File: src/rtl/core/ucem_pkg.sv
// ----------------------------------------------------------------------------
// ucem_pkg: shared types and constants for the UART command echo master
// Item codes, error codes, field widths and register reset values.
// ----------------------------------------------------------------------------
package ucem_pkg;

  localparam int unsigned BYTE_W     = 8;
  localparam int unsigned TICK_W     = 24;
  localparam int unsigned OP_W       = 2;
  localparam int unsigned ERR_W      = 2;
  localparam int unsigned CFG_IDX_W  = 1;
  localparam int unsigned CFG_DATA_W = TICK_W;

  localparam logic [TICK_W-1:0] TICK_MAX           = {TICK_W{1'b1}};
  localparam logic [TICK_W-1:0] TIMEOUT_TICKS_RST  = TICK_W'(1000);
  localparam logic [BYTE_W-1:0] NULL_COMMAND_RST   = '0;

  typedef enum logic [OP_W-1:0] {
    OP_TICK = 2'd0,
    OP_RX   = 2'd1,
    OP_REQ  = 2'd2,
    OP_RSVD = 2'd3
  } op_t;

  typedef enum logic [ERR_W-1:0] {
    ERR_NONE     = 2'd0,
    ERR_MISMATCH = 2'd1,
    ERR_TIMEOUT  = 2'd2
  } err_t;

  typedef enum logic [CFG_IDX_W-1:0] {
    CFG_TIMEOUT_TICKS = 1'd0,
    CFG_NULL_COMMAND  = 1'd1
  } cfg_idx_t;

endpackage

File: src/rtl/core/ucem_if.sv
// ----------------------------------------------------------------------------
// ucem_if: item channels of the UART command echo master
// Valid/ready channels for input items and for result items.
// ----------------------------------------------------------------------------
interface ucem_in_if import ucem_pkg::*; ();
  logic              valid;
  logic              ready;
  logic [OP_W-1:0]   op;
  logic [BYTE_W-1:0] rx_byte;
  logic [BYTE_W-1:0] command;
  logic [BYTE_W-1:0] argument;

  modport source (output valid, op, rx_byte, command, argument, input ready);
  modport sink   (input valid, op, rx_byte, command, argument, output ready);
endinterface

interface ucem_out_if import ucem_pkg::*; ();
  logic              valid;
  logic              ready;
  logic              tx_valid;
  logic [BYTE_W-1:0] tx_byte;
  logic              reply_valid;
  logic [BYTE_W-1:0] reply_byte;
  logic [ERR_W-1:0]  error_code;
  logic              busy_res;

  modport source (output valid, tx_valid, tx_byte, reply_valid, reply_byte,
                  error_code, busy_res, input ready);
  modport sink   (input valid, tx_valid, tx_byte, reply_valid, reply_byte,
                  error_code, busy_res, output ready);
endinterface

File: src/rtl/core/uart_command_echo_master.sv
// A result is registered and shown in the cycle after its item is transferred.
// Throughput: one item per cycle while results are taken; the result register
//   frees in the same cycle it is taken, so the state update sets the rate.
// Reset (rst, synchronous): idle, counters and pending bytes cleared,
//   timeout_ticks = 1000, null_command = 0, no result pending.
// ----------------------------------------------------------------------------
// uart_command_echo_master: master side of a two-byte UART command exchange
// Sends command, checks the echo, sends argument, returns the reply byte;
// resends a null packet after a timeout or a mismatch wait.
// ----------------------------------------------------------------------------
module uart_command_echo_master import ucem_pkg::*; (
  input  logic                  clk,
  input  logic                  rst,
  ucem_in_if.sink               in_ch,
  ucem_out_if.source            out_ch,
  input  logic                  cfg_we,
  input  logic [CFG_IDX_W-1:0]  cfg_index,
  input  logic [CFG_DATA_W-1:0] cfg_data
);

  typedef enum logic [1:0] {
    PH_IDLE,
    PH_ECHO,
    PH_REPLY,
    PH_MISMATCH
  } phase_t;

  // configuration
  logic [TICK_W-1:0] timeout_ticks;
  logic [BYTE_W-1:0] null_command;

  // exchange state
  phase_t            phase, phase_next;
  logic [BYTE_W-1:0] pending_command, pending_command_next;
  logic [BYTE_W-1:0] pending_argument, pending_argument_next;
  logic [TICK_W-1:0] elapsed_ticks, elapsed_ticks_next;
  logic [BYTE_W-1:0] last_reply, last_reply_next;

  // result fields for the current item
  logic              tx_valid_next;
  logic [BYTE_W-1:0] tx_byte_next;
  logic              reply_valid_next;
  err_t              error_next;

  logic              accept;
  logic [TICK_W-1:0] elapsed_inc;
  logic              timed_out;

  assign in_ch.ready = !out_ch.valid || out_ch.ready;
  assign accept      = in_ch.valid && in_ch.ready;

  // saturating tick count; timeout once it passes the limit
  assign elapsed_inc = (elapsed_ticks != TICK_MAX) ? elapsed_ticks + TICK_W'(1)
                                                   : elapsed_ticks;
  assign timed_out   = elapsed_inc > timeout_ticks;

  always_comb begin
    phase_next            = phase;
    pending_command_next  = pending_command;
    pending_argument_next = pending_argument;
    elapsed_ticks_next    = elapsed_ticks;
    last_reply_next       = last_reply;
    tx_valid_next         = 1'b0;
    tx_byte_next          = '0;
    reply_valid_next      = 1'b0;
    error_next            = ERR_NONE;

    unique case (op_t'(in_ch.op))
      OP_REQ: begin
        if (phase == PH_IDLE) begin
          pending_command_next  = in_ch.command;
          pending_argument_next = in_ch.argument;
          phase_next            = PH_ECHO;
          elapsed_ticks_next    = '0;
          tx_valid_next         = 1'b1;
          tx_byte_next          = in_ch.command;
        end
      end
      OP_RX: begin
        if (phase == PH_ECHO) begin
          elapsed_ticks_next = '0;
          if (in_ch.rx_byte == pending_command) begin
            phase_next    = PH_REPLY;
            tx_valid_next = 1'b1;
            tx_byte_next  = pending_argument;
          end else begin
            phase_next = PH_MISMATCH;
            error_next = ERR_MISMATCH;
          end
        end else if (phase == PH_REPLY) begin
          last_reply_next    = in_ch.rx_byte;
          reply_valid_next   = 1'b1;
          phase_next         = PH_IDLE;
          elapsed_ticks_next = '0;
        end
      end
      OP_TICK: begin
        if (phase != PH_IDLE) begin
          elapsed_ticks_next = elapsed_inc;
          if (timed_out) begin
            // mismatch was already flagged when it was seen
            error_next            = (phase == PH_MISMATCH) ? ERR_NONE : ERR_TIMEOUT;
            pending_command_next  = null_command;
            pending_argument_next = null_command;
            phase_next            = PH_ECHO;
            elapsed_ticks_next    = '0;
            tx_valid_next         = 1'b1;
            tx_byte_next          = null_command;
          end
        end
      end
      OP_RSVD: begin
      end
    endcase
  end

  always_ff @(posedge clk) begin
    if (rst) begin
      timeout_ticks    <= TIMEOUT_TICKS_RST;
      null_command     <= NULL_COMMAND_RST;
      phase            <= PH_IDLE;
      pending_command  <= '0;
      pending_argument <= '0;
      elapsed_ticks    <= '0;
      last_reply       <= '0;
      out_ch.valid     <= 1'b0;
    end else begin
      if (cfg_we) begin
        unique case (cfg_idx_t'(cfg_index))
          CFG_TIMEOUT_TICKS: timeout_ticks <= cfg_data[TICK_W-1:0];
          CFG_NULL_COMMAND:  null_command  <= cfg_data[BYTE_W-1:0];
        endcase
      end
      if (accept) begin
        phase            <= phase_next;
        pending_command  <= pending_command_next;
        pending_argument <= pending_argument_next;
        elapsed_ticks    <= elapsed_ticks_next;
        last_reply       <= last_reply_next;
        out_ch.valid     <= 1'b1;
      end else if (out_ch.ready) begin
        out_ch.valid <= 1'b0;
      end
    end
  end

  // result payload, loaded on each input transfer
  always_ff @(posedge clk) begin
    if (accept) begin
      out_ch.tx_valid    <= tx_valid_next;
      out_ch.tx_byte     <= tx_byte_next;
      out_ch.reply_valid <= reply_valid_next;
      out_ch.reply_byte  <= last_reply_next;
      out_ch.error_code  <= error_next;
      out_ch.busy_res    <= (phase_next != PH_IDLE);
    end
  end

endmodule

File: src/flat_wrapper.sv
// flat-port wrapper written by rule: the top's interface ports become plain ports
module uart_command_echo_master_flat import ucem_pkg::*;
  (clk, rst, cfg_we, cfg_index, cfg_data, in_ch_valid, in_ch_op, in_ch_rx_byte, in_ch_command, in_ch_argument, in_ch_ready, out_ch_valid, out_ch_tx_valid, out_ch_tx_byte, out_ch_reply_valid, out_ch_reply_byte, out_ch_error_code, out_ch_busy_res, out_ch_ready);
  ucem_in_if in_ch_i ();
  ucem_out_if out_ch_i ();
  input  logic clk;
  input  logic rst;
  input  logic cfg_we;
  input  logic [CFG_IDX_W-1:0] cfg_index;
  input  logic [CFG_DATA_W-1:0] cfg_data;
  input wire logic [$bits(in_ch_i.valid)-1:0] in_ch_valid;
  input wire logic [$bits(in_ch_i.op)-1:0] in_ch_op;
  input wire logic [$bits(in_ch_i.rx_byte)-1:0] in_ch_rx_byte;
  input wire logic [$bits(in_ch_i.command)-1:0] in_ch_command;
  input wire logic [$bits(in_ch_i.argument)-1:0] in_ch_argument;
  output wire logic [$bits(in_ch_i.ready)-1:0] in_ch_ready;
  output wire logic [$bits(out_ch_i.valid)-1:0] out_ch_valid;
  output wire logic [$bits(out_ch_i.tx_valid)-1:0] out_ch_tx_valid;
  output wire logic [$bits(out_ch_i.tx_byte)-1:0] out_ch_tx_byte;
  output wire logic [$bits(out_ch_i.reply_valid)-1:0] out_ch_reply_valid;
  output wire logic [$bits(out_ch_i.reply_byte)-1:0] out_ch_reply_byte;
  output wire logic [$bits(out_ch_i.error_code)-1:0] out_ch_error_code;
  output wire logic [$bits(out_ch_i.busy_res)-1:0] out_ch_busy_res;
  input wire logic [$bits(out_ch_i.ready)-1:0] out_ch_ready;
  assign in_ch_i.valid = in_ch_valid;
  assign in_ch_i.op = in_ch_op;
  assign in_ch_i.rx_byte = in_ch_rx_byte;
  assign in_ch_i.command = in_ch_command;
  assign in_ch_i.argument = in_ch_argument;
  assign in_ch_ready = in_ch_i.ready;
  assign out_ch_valid = out_ch_i.valid;
  assign out_ch_tx_valid = out_ch_i.tx_valid;
  assign out_ch_tx_byte = out_ch_i.tx_byte;
  assign out_ch_reply_valid = out_ch_i.reply_valid;
  assign out_ch_reply_byte = out_ch_i.reply_byte;
  assign out_ch_error_code = out_ch_i.error_code;
  assign out_ch_busy_res = out_ch_i.busy_res;
  assign out_ch_i.ready = out_ch_ready;
  uart_command_echo_master u_core (.clk(clk), .rst(rst), .in_ch(in_ch_i), .out_ch(out_ch_i), .cfg_we(cfg_we), .cfg_index(cfg_index), .cfg_data(cfg_data));
endmodule
File: config.mk
export PLATFORM = sky130hd
export DESIGN_NAME = uart_command_echo_master_flat
export DESIGN_NICKNAME = d
export VERILOG_FILES = /design/src/rtl/core/ucem_pkg.sv /design/src/rtl/core/ucem_if.sv /design/src/rtl/core/uart_command_echo_master.sv /design/src/flat_wrapper.sv
export SDC_FILE = /design/constraint.sdc
export NUM_CORES = 1
export LEC_CHECK = 0
export BUFFER_PORTS_ARGS = -buffer_cell sky130_fd_sc_hd__clkbuf_2
export CAP_MARGIN = 20
export CORE_ASPECT_RATIO = 2
export CORE_MARGIN = 5
export CORE_UTILIZATION = 40
export CTS_CLUSTER_SIZE = 16
export DETAILED_ROUTE_END_ITERATION = 16
export HOLD_SLACK_MARGIN = 0.05
export SLEW_MARGIN = 20
export SYNTH_ARGS = -nofsm -noshare
export SYNTH_HDL_FRONTEND = slang
export SYNTH_SLANG_ARGS = --single-unit
File: constraint.sdc
create_clock -name clk -period 4.25 [get_ports clk]
set_input_delay 1.275 -clock clk [delete_from_list [all_inputs] [get_ports clk]]
set_output_delay 1.275 -clock clk [all_outputs]
set_load 0.005 [all_outputs]
# == Word level (Yosys, flattened, before mapping) ==
# Index checks and enable logic that the tools add are counted.
# totals
reg_bits,104
out_inout_bits,23
elab_cells,88
# classes
n_addsub,1
order_cmp,1
n_eq_ne,11
muxes,44
bitwise_logic,2
n_reduce_logical,15
# ops
op,n
$mux W24,6
$mux W8,12
$pmux W24 S3,1
$pmux W8 S2,2
$add A24 B1 Y24 const B,1
$gt A24 B24 Y1,1
$ne A24 B24 Y1 const B,1
$pmux W8 S3,1
$mux W2,9
$mux W1,10
$reduce_and A5 Y1,2
$eq A8 B8 Y1,1
$reduce_bool A2 Y1,4
$eq A2 B2 Y1 const B,3
$ne A2 B1 Y1 const B,3
$pmux W2 S3,1
$eq A2 B1 Y1 const B,2
$logic_not A2 Y1,2
$pmux W2 S2,1
$reduce_and A2 Y1,2
$ne A3 B1 Y1 const B,1
$pmux W1 S3,1
$reduce_bool A3 Y1,1
$not A1 Y1,2
other kinds (4),4

# == Depth between registers and ports, before layout ==
# Gate-level depths: netlist of the first run.
# depth
ltp_word,7
depth_mapped,16
mapped_depth_nobuf,13

# == Worst setup path before layout of the first run ==
# OpenSTA, ideal clock, no wires.
# synth_timing
path_type,reg-to-reg
from,reg u_core.elapsed_ticks[0]
to,reg u_core.pending_argument[0]
t_arrival_ns,3.596
setup_slack_ns,0.532
path_stages_with_launch,16
cell_sequence,dfxtp_1 ha_1 and2_0 nand3_1 o311ai_0 nor2_1 or2_2 ha_1 nand4_2 nor4_2 and2_1 buf_4 nand2b_1 a2bb2oi_4 buf_6 mux2_4
# synth_via
elab_chain_cells,5
elab_cells_between_ends,6
classes_between,add/sub (1); order compare (1); eq/ne (2); mux (1); reduce/logical (1)
# synth_lines
element,line,source
start: declaration,uart_command_echo_master.sv:36,"logic [TICK_W-1:0] elapsed_ticks, elapsed_ticks_next;"
start signal: assignment,uart_command_echo_master.sv:138,elapsed_ticks <= elapsed_ticks_next;
$add A24 B1 Y24 / $ne A24 B24 Y1 (equally long branches),uart_command_echo_master.sv:53,assign elapsed_inc = (elapsed_ticks != TICK_MAX) ? elapsed_ticks + TICK_W'(1)
$mux W24 (*),uart_command_echo_master.sv:53,
$gt A24 B24 Y1 (*),uart_command_echo_master.sv:55,assign timed_out = elapsed_inc > timeout_ticks;
$ne A2 B1 Y1 (no source line) (*),--,
$reduce_and A5 Y1 (no source line) (*),--,
end signal: assignment,uart_command_echo_master.sv:137,pending_argument <= pending_argument_next;
end: declaration,uart_command_echo_master.sv:35,"logic [BYTE_W-1:0] pending_argument, pending_argument_next;"
# Mark *: on every way between the ends. The rest lies on a longest branch, timed or not.
# A chain may end at the register's enable or synchronous reset.

# == Worst setup path in the final report of the first run ==
# layout_timing
from,reg u_core.elapsed_ticks[12]
to,reg u_core.out_ch.error_code[1] (netlist bit) (data pin)
# layout_via
elab_chain_cells,6
elab_cells_between_ends,7
classes_between,add/sub (1); order compare (1); eq/ne (1); mux (4)
# layout_lines
element,line,source
$add A24 B1 Y24 / $ne A24 B24 Y1 (equally long branches),uart_command_echo_master.sv:53,
$mux W24 (*),uart_command_echo_master.sv:53,
$gt A24 B24 Y1 (*),uart_command_echo_master.sv:55,
$mux W2 (*),uart_command_echo_master.sv:100,if (timed_out) begin
$mux W2 (*),uart_command_echo_master.sv:98,if (phase != PH_IDLE) begin
$pmux W2 S2 (*),uart_command_echo_master.sv:68,unique case (op_t'(in_ch.op))
named net u_core.error_next[1],uart_command_echo_master.sv:43,err_t error_next;
end signal: assignment,uart_command_echo_master.sv:154,out_ch.error_code <= error_next;
end: declaration,ucem_if.sv:28,"error_code, busy_res, input ready);"
# Mark *: on every way through the listed nets, which the timed path passes. The rest lies on a longest branch.

==> run metrics, run 1 <==
status finished, final reports clean; met3 usage 0.0255; DR pass1 iterations 5; P per Cell Area 325 mW/mm2; Post-DP HPWL 12000 um; most frequent CP cell nand4_1; Slowest-stage cell, CP nor2_1; critical path type flip-flop to flip-flop; Pleak 2.74 nW; TritonCTS buffer count 9; initial antenna violation count 0; Top-Level Pins 79; TritonCTS Sinks 104; Setup-failing EPs final 0; Worst R2R Setup Slack 0.26 ns; VDD IR max 0.000187 V; Distinct cells, synth 59; DRT antenna net count 0; Post-synth ARST share 0; IO Port Bufs 78; worst slew pin tran 0.815 ns; Final Non-Filler Cells 920; Netlist Area Pre-Place 0.00574 mm2; switch share 0.240; Final Hold Vio Count 0; Int Pwr 1.64 mW; Layout Utilization 0.464; vias in the first global route 5102; row count 62; WP data arrival 4.15 ns; die width 94.7 um; combinational power share 0.103; total gr overflow 0; Placed Area 0.00629 mm2; clock root buffer clkbuf_16; switching power 517 uW; max incr delay on CP 0.53 ns; Post-Syn Nets 745; via count 5060; critical-path cell list nand4_1, nor2_1, a311oi_1, nor2b_1, or2_2, ha_1, nand4_1, nor4_2, o311ai_1, and3_1, nor3_1, buf_4, a21boi_0; Max transition margin 0.453; crit end category flip-flop; post-route cell area 0.00662 mm2; worst slack, placed -0.0202 ns; placed cells 904; # fillers 1448; worst-path fanout max 11; first-pass GRT wire length 25100 um; final WL 15800 um; Worst-Skew Late Latency 0.35 ns; Clk pin slew, worst setup/hold paths 0.07 ns; CP Launch Type flip-flop; H-tree depth reported by CTS 3; initial core utilization 0.402; core area 0.0143 mm2; Top FF cell, synth dfxtp_1; global-route met2 utilization 0.347; sequential share of the synthesized area 0.399; DIE AREA 0.0170 mm2; routed len/inst 17.2 um; drt first-iter violations 139; CTS max path bufs 2; met1 Usage GRT 0.181; Die Y 179 um; Mapped Cells 664; All-Layer GR Usage 0.189; Storage cell area 0.00229 mm2; CTS Hold Buffers Added 0; area occupied by multi-input gates 0.00315 mm2; Layout area overhead 15.3%; class of the worst hold path flip-flop to flip-flop; Ys Warns 0; worst setup margin 0.258 ns; crit share post-route 0.939; largest net degree at the start of global routing 60; Post-layout nets 804; GR peak layer met2; vias per cell 5.50; max-slew violations 0; CTS tree done; Max Clock Freq 251 MHz; max_cap viols 0; Fin Clk Skew 0.00750 ns; Flop pwr share 0.496; DRC violations left 0; clock power share 0.401; RSZ-0062 raised after global routing false; number of flops mapped to enable cells by yosys 21; Diodes inserted 0; layout cells sized above 1 0.209; Avg Inst Size Synth 8.64 um2; FF+latch count, synth 104; Placer Congestion 0.897; post-route minimum period 3.99 ns; CP required 4.41 ns
worst paths after layout:
check	startpoint	to	depth (start not counted)
worst max-delay path	u_core.elapsed_ticks[12]	u_core.out_ch.error_code[1]	13
worst min-delay path	u_core.timeout_ticks[4]	u_core.timeout_ticks[4]	2
worst max register to register	u_core.elapsed_ticks[12]	u_core.out_ch.error_code[1]	13
worst min register to register	u_core.timeout_ticks[4]	u_core.timeout_ticks[4]	2
cell usage in the layout, fill, tap and decap left out, types with 10 or more instances in the layout:
master     Yosys  routed
nor3_1        14      14
a21oi_1       76      76
mux2_4        10      10
clkbuf_16      0      10
mux2_2        16      16
nor2_1        50      49
nand4_1       14      14
inv_1         32      32
ha_1          25      25
o211ai_1      17      17
nand3_1       19      19
xnor2_1       15      15
buf_4          2      14
and2_1        12      13
nand2_1       83      83
dfxtp_1       83      83
edfxtp_1      21      21
nor2b_1       22      21
clkbuf_2       1      77
through the flow:
step,hold WS [ns],power [mW],TNS (ns)
6_report,0.456,2.15,0
5_1_grt,0.480,2.25,0
4_1_cts,0.458,2.18,0
3_5_place_dp,0.448,1.31,-0.0202
3_3_place_gp,0.446,1.31,0
2_1_floorplan,0.436,1.23,0
routing by layer:
metal  up-vias  wire length, um
li1       2479                -
met2       141             8580
met5         -                0
met3        54              608
met4         0             1280
met1      2386             5320
flip-flops by register name, indices dropped and copies added (netlist names):
name,flops
u_core.elapsed_ticks,24
u_core.last_reply,8
u_core.null_command,8
u_core.out_ch.busy_res,1
u_core.out_ch.error_code,2
u_core.out_ch.reply_byte,8
u_core.out_ch.reply_valid,1
u_core.out_ch.tx_byte,8
u_core.out_ch.tx_valid,1
u_core.out_ch.valid,1
u_core.pending_argument,8
u_core.pending_command,8
u_core.phase,2
u_core.timeout_ticks,24
kinds of logic after synthesis:
| family | count (synthesis) | synth area share |
|---|---|---|
| and+or+nand+nor | 251 | 0.215 |
| buffers and inverters | 76 | 0.0549 |
| muxes | 26 | 0.0576 |
| AOI/OAI and AO/OA | 160 | 0.185 |
| DFF | 104 | 0.399 |
| xor gates and xnor gates | 21 | 0.0320 |
| adders and majority gates | 26 | 0.0562 |
critical path: cells and delay by family, from the launching register on:
| kind | cells | cell delay (ns) |
|---|---|---|
| flip-flops | 1 | 0.43 |
| AND/OR/NAND/NOR | 8 | 2.16 |
| AO/OA/AOI/OAI | 3 | 0.63 |
| buffers and inverters | 1 | 0.22 |
| adder cells (fa/ha/maj) | 1 | 0.35 |
layout make-up:
class	instances	share of cell area
clock buffer	12	0.0389
clock inverter	4	0.00775
inverter	32	0.0181
multi-input combinational	484	0.475
sequential	104	0.346
tap	192	0.0363
timing repair buffer	92	0.0771
Yosys cell counts, types with 16 or more instances:
cell | count | area, um2
dfxtp_1 | 83 | 1660
nand2_1 | 83 | 312
a21oi_1 | 76 | 380
nor2_1 | 50 | 188
inv_1 | 32 | 120
clkbuf_1 | 31 | 116
ha_1 | 25 | 313
nor2b_1 | 22 | 138
edfxtp_1 | 21 | 631
nand3_1 | 19 | 95.1
o211ai_1 | 17 | 128
mux2_2 | 16 | 180
what timing repair did:
item | in CTS | in global routing
setup buffers | 0 | 0
resized for setup | 1 | 5
endpoints found under the setup margin | 1 | 18
power groups by stage:
stage                     Clock (mW)  Combinational [mW]  Sequential [mW]
after CTS                      0.889               0.225             1.07
after floorplan                    0               0.139             1.09
after global routing           0.928               0.248             1.07
after global placement             0               0.219             1.09
final                          0.864               0.222             1.07
after detailed placement           0               0.224             1.09
Power figures use the tool's default switching activity.
==> inputs of run 2 (changes only) <==
--- a/config.mk
+++ b/config.mk
@@ -5,6 +5,7 @@
 export SDC_FILE = /design/constraint.sdc
 export NUM_CORES = 1
 export LEC_CHECK = 0
+export ABC_AREA = 1
 export BUFFER_PORTS_ARGS = -buffer_cell sky130_fd_sc_hd__clkbuf_2
 export CAP_MARGIN = 20
 export CORE_ASPECT_RATIO = 2
==> run 2 against run 1 <==
  * Setup slack improved by 0.64 ns
  * Global-route usage fell by 1.7 points
  * Critical path depth grew 5
  * Critical path type unchanged
  * Critical endpoint is now u_core.pending_command[4]
==> run metrics, run 2 <==
FF+latch count, synth 104; All-Layer GR Usage 0.172; # fillers 1508; Top FF cell, synth dfxtp_1; critical path type flip-flop to flip-flop; DIE AREA 0.0174 mm2; Final Hold Vio Count 0; worst slack, placed 0.896 ns; Resize count post-CTS 0; via count 5177; DRC violations left 0; Sum Neg Setup Slack 0 ns; post-route minimum period 3.36 ns; CTS Hold Buffers Added 0; Avg Inst Size Synth 7.59 um2; synth cell count leaders nand2_1 (159), a21oi_1 (91), dfxtp_1 (83), inv_1 (81), nor2_1 (63); commonest cells after routing, fill and taps aside nand2_1 (159), a21oi_1 (91), dfxtp_1 (83); Top-Level Pins 79; Post-synth ARST share 0; status finished, final reports clean; Clk pin slew, worst setup/hold paths 0.07 ns; VDD IR max 0.000195 V; final WL 14300 um; Placer Congestion 0.843; DR pass1 iterations 5; DRT antenna net count 0; share of the synthesized area in the top cell type 0.281; Post-layout nets 920; Max Clock Freq 298 MHz; H-tree depth reported by CTS 3; vias in the first global route 4911; post-CTS setup buffers 0; max-slew violations 0; core area 0.0147 mm2; initial antenna violation count 0; Final Non-Filler Cells 1039; crit share post-route 0.790; Netlist Area Pre-Place 0.00591 mm2; routed len/inst 13.8 um; Diodes inserted 0; WP data arrival 3.60 ns; largest registers u_core.elapsed_ticks: 24 flops, u_core.timeout_ticks: 24 flops; layout cells sized above 1 0.200; P per Cell Area 325 mW/mm2; CP Launch Type flip-flop; Fin Clk Skew 0.0121 ns; row count 63; clock root buffer clkbuf_16; Layout area overhead 13.1%; most common cell after layout, fill and taps aside nand2_1; sequential share of the synthesized area 0.388; worst-path fanout max 32; class of the worst hold path flip-flop to flip-flop; area occupied by multi-input gates 0.00307 mm2; first-pass GRT wire length 23900 um; WHS 0.461 ns; max_cap viols 0; placed cells 1023; number of flops mapped to enable cells by yosys 21; drt first-iter violations 227; worst setup margin 0.894 ns; Worst-Skew Late Latency 0.35 ns; CP required 4.49 ns; Ys Warns 0; initial core utilization 0.403; Setup-failing EPs final 0; vias per cell 4.98; largest net degree at the start of global routing 36; largest area contributor in the netlist dfxtp_1; TritonCTS buffer count 9; CTS tree done; most frequent cell after synthesis nand2_1; Post-DP HPWL 10600 um; CTS max path bufs 2; Mapped Cells 778; RSZ-0062 raised after global routing false; Max transition margin 0.334; Storage cell area 0.00229 mm2; total gr overflow 0; Distinct cells, synth 42; TritonCTS Sinks 104; Synth area leaders dfxtp_1 (28%), edfxtp_1 (11%), nand2_1 (10%); Die Y 182 um; IO Port Bufs 78; Post-Syn Nets 859; Pleak 2.98 nW; die width 95.9 um; crit end category flip-flop; worst slew pin tran 0.996 ns
-- run 2: changes by cell type after synthesis, moves of 14 or more --
cell | previous run | this run
nand3_1 | 19 | 57
clkbuf_1 | 31 | 17
a21oi_1 | 76 | 91
inv_1 | 32 | 81
nor2b_1 | 22 | 0
o21ai_0 | 5 | 35
nand2_1 | 83 | 159
mux2_2 | 16 | 0
o21ai_2 | 0 | 17
-- run 2: final cells by class --
cell class | count | share of cell area
Tap cell | 195 | 0.0365
Sequential cell | 104 | 0.343
Clock inverter | 7 | 0.00936
Clock buffer | 9 | 0.0337
Multi-Input combinational cell | 548 | 0.459
Timing Repair Buffer | 87 | 0.0685
Inverter | 89 | 0.0500
-- run 2: per-layer routing --
| metal | share of wire | wire [um] | up-vias | track usage |
|---|---|---|---|---|
| met4 | 0.014 | 205 | 0 | 0.0553 |
| met3 | 0.049 | 706 | 13 | 0.0290 |
| met2 | 0.46 | 6520 | 138 | 0.267 |
| li1 | - | - | 2695 | - |
| met5 | 0 | 0 | - | 0 |
| met1 | 0.48 | 6870 | 2331 | 0.240 |
-- run 2: power breakdown --
group	internal, mW	switching, mW	total, mW
Combinational	0.103	0.176	0.279
Clock	0.410	0.404	0.813
Sequential	1.06	0.0210	1.08
-- run 2: stage by stage --
stage	total power, mW	area [um2]	util
after floorplan	1.30	5910	-
after global placement	1.38	6390	0.436
after detailed placement	1.38	6390	0.436
after CTS	2.20	6680	0.456
after global routing	2.27	6680	0.456
final	2.17	6680	0.456
-- run 2: cells by family (layout without fill, tap and decap cells) --
kind of cell | Yosys count | in the layout | synth area share
xor gates and xnor gates | 24 | 24 | 0.0368
and+or+nand+nor | 325 | 325 | 0.251
DFF | 104 | 104 | 0.388
buffers and inverters | 126 | 192 | 0.0930
adders and majority gates | 25 | 25 | 0.0529
AOI/OAI and AO/OA | 174 | 174 | 0.178
-- run 2: worst paths after layout --
check	from	end	slack, ns	depth (start not counted)
setup reg to reg	u_core.elapsed_ticks[3]	u_core.pending_command[4]	0.89	18
setup / recovery	u_core.elapsed_ticks[3]	u_core.pending_command[4]	0.89	18
hold reg to reg	u_core.timeout_ticks[19]	u_core.timeout_ticks[19]	0.46	2
hold / removal	u_core.timeout_ticks[19]	u_core.timeout_ticks[19]	0.46	2
-- run 2: worst max-delay path, cell delays in order (launching register included) --
cell     delay, ns
dfxtp_1       0.43
nand2_1       0.13
nor2_1        0.19
nand2_1       0.09
nor3_1        0.31
xnor2_1       0.16
nand2_1       0.13
ha_1          0.34
nand2_1       0.06
nor2_1        0.18
and2_1        0.19
nand2_1       0.06
nand3_1       0.13
nand2_2       0.16
nand2_1       0.10
buf_4         0.34
nand3_1       0.13
nand2_1       0.08
nor2_1        0.04
==> inputs of run 3 (changes only) <==
==> constraint.sdc (replaced) <==
create_clock -name clk -period 3.4 [get_ports clk]
set_input_delay 1.02 -clock clk [delete_from_list [all_inputs] [get_ports clk]]
set_output_delay 1.02 -clock clk [all_outputs]
set_load 0.005 [all_outputs]
==> run 3 against run 2 <==
  * Setup slack worse by 0.58 ns
  * Die area unchanged
  * Combinational power up 26%
  * Clock skew down 0.0012 ns
  * Worst hold slack better by 0.0061 ns
  * Clock-buffer cell count up 2
  * Fmax up 8.8%
  * Power up 23%
  * Utilization up 0.38 points
  * Largest cell class unchanged
==> run metrics, run 3 (synthesis gave the netlist of run 2 again) <==
Placer Congestion 0.885; crit share post-route 0.908; TritonCTS buffer count 9; CTS Hold Buffers Added 0; Worst-Skew Late Latency 0.34 ns; Pleak 3.00 nW; Flop pwr share 0.507; class of the worst hold path flip-flop to flip-flop; combinational power share 0.132; CTS tree done; die width 95.9 um; CTS max path bufs 2; WP data arrival 3.26 ns; reg2reg start u_core.elapsed_ticks[0]; crit end category flip-flop; Setup crit start u_core.elapsed_ticks[0]; Post-layout nets 926; first-pass GRT wire length 23500 um; critical path type flip-flop to flip-flop; DRC violations left 0; Sum Neg Setup Slack 0 ns; post-route minimum period 3.09 ns; CP required 3.58 ns; Die Y 182 um; Clk pin slew, worst setup/hold paths 0.07 ns; post-route cell area 0.00674 mm2; layout cells sized above 1 0.211; core area 0.0147 mm2; clock power share 0.362; final WL 14100 um; DR pass1 iterations 5; total gr overflow 0; initial antenna violation count 0; IO Port Bufs 78; worst-path fanout max 8; Max transition margin 0.454; DIE AREA 0.0174 mm2; reg2reg end u_core.out_ch.tx_byte[2]; Layout area overhead 14.0%; Post-DP HPWL 10600 um; Fin Clk Skew 0.0109 ns; worst slack, placed 0.240 ns; Int Pwr 1.95 mW; Setup-failing EPs final 0; initial core utilization 0.403; row count 63; VDD IR max 0.000220 V; drt first-iter violations 193; Top-Level Pins 79; clock root buffer clkbuf_16; commonest cells after routing, fill and taps aside nand2_1 (159), a21oi_1 (91), inv_1 (81), dfxtp_1 (81), clkbuf_2 (78); R2R cell count 20; Layout Utilization 0.460; max_cap viols 0; largest registers u_core.elapsed_ticks: 24 flops, u_core.timeout_ticks: 24 flops; routed len/inst 13.5 um; Max Clock Freq 324 MHz; P per Cell Area 396 mW/mm2; Placed Area 0.00644 mm2; DRT antenna net count 0; most common cell after layout, fill and taps aside nand2_1; via count 5156; CP Launch Type flip-flop; CP Capture Point u_core.out_ch.tx_byte[2]; max-slew violations 0; All-Layer GR Usage 0.168; Worst R2R Setup Slack 0.31 ns; H-tree depth reported by CTS 3; TritonCTS Sinks 104; switching power 714 uW; worst slew pin tran 0.819 ns; Final Hold Vio Count 0; Final Power 2.67 mW; switch share 0.268; vias per cell 4.93; Worst Hold Launch u_core.timeout_ticks[1]; vias in the first global route 4925; status finished, final reports clean; largest net degree at the start of global routing 50; Diodes inserted 0; worst setup margin 0.314 ns
[run 3: cell count changes in the layout (fill, tap and decap cells not counted), sizes merged]
cell	before	now
clkbuf	87	89
clkinv	3	2
inv	92	91
buf	9	15
[run 3: critical path, cell delays in order, from the launching register on]
cell and delay (ns):
dfxtp_2 0.38, ha_2 0.22, nand3_1 0.15, inv_2 0.11, nand2_4 0.08, nor2_8 0.14, nand2_4 0.08, nor2_8 0.10
nand2_1 0.05, nand2_1 0.05, nand2_1 0.07, ha_1 0.27, nand2_1 0.04, nor2_1 0.18, nand3_1 0.10, nor2_1 0.10
nand2_1 0.06, nand3_1 0.12, nand4_1 0.22, buf_4 0.23, o21ai_0 0.16
[run 3: layout make-up]
class	count	area, um2
Inverter	89	334
Tap cell	195	244
Sequential cell	104	2290
Fill cell	1519	7920
Multi-Input combinational cell	548	3080
Timing Repair Buffer	93	515
Clock buffer	11	233
Clock inverter	5	32.5
[run 3: how the worst min path moves through the flow]
| stage | cells after the start | end | slack [ns] |
|---|---|---|---|
| 3_3_place_gp | 2 | u_core.timeout_ticks[17] | 0.45 |
| 5_1_grt | 2 | u_core.timeout_ticks[1] | 0.49 |
| 3_5_place_dp | 2 | u_core.timeout_ticks[1] | 0.46 |
| 6_report | 2 | u_core.timeout_ticks[1] | 0.47 |
| 2_1_floorplan | 2 | u_core.timeout_ticks[15] | 0.44 |
| 4_1_cts | 2 | u_core.timeout_ticks[1] | 0.47 |
[run 3: routing by layer]
metal  wire (um)  GRT usage  vias to the layer above
li1            -          -                     2704
met5           0          0                        -
met1        6880      0.235                     2328
met2        6440      0.264                      105
met4         241     0.0485                        0
met3         550     0.0257                       19
[run 3: power groups by stage]
| stage | registers [mW] | clock network [mW] | logic (mW) |
|---|---|---|---|
| floorplan | 1.37 | 0 | 0.247 |
| global placement | 1.38 | 0 | 0.348 |
| detailed placement | 1.38 | 0 | 0.356 |
| CTS | 1.35 | 0.980 | 0.357 |
| global route | 1.36 | 1.03 | 0.402 |
| finish | 1.35 | 0.965 | 0.352 |
[run 3: per-stage QoR]
stage,cells,hold slack [ns]
2_1_floorplan,778,0.435
3_3_place_gp,1027,0.449
3_5_place_dp,1027,0.458
4_1_cts,1043,0.470
5_1_grt,1045,0.493
6_report,1045,0.468
[run 3: timing repair]
item,CTS,global route
endpoints found under the setup margin,0,46
resized for setup,0,6
setup buffers,0,2
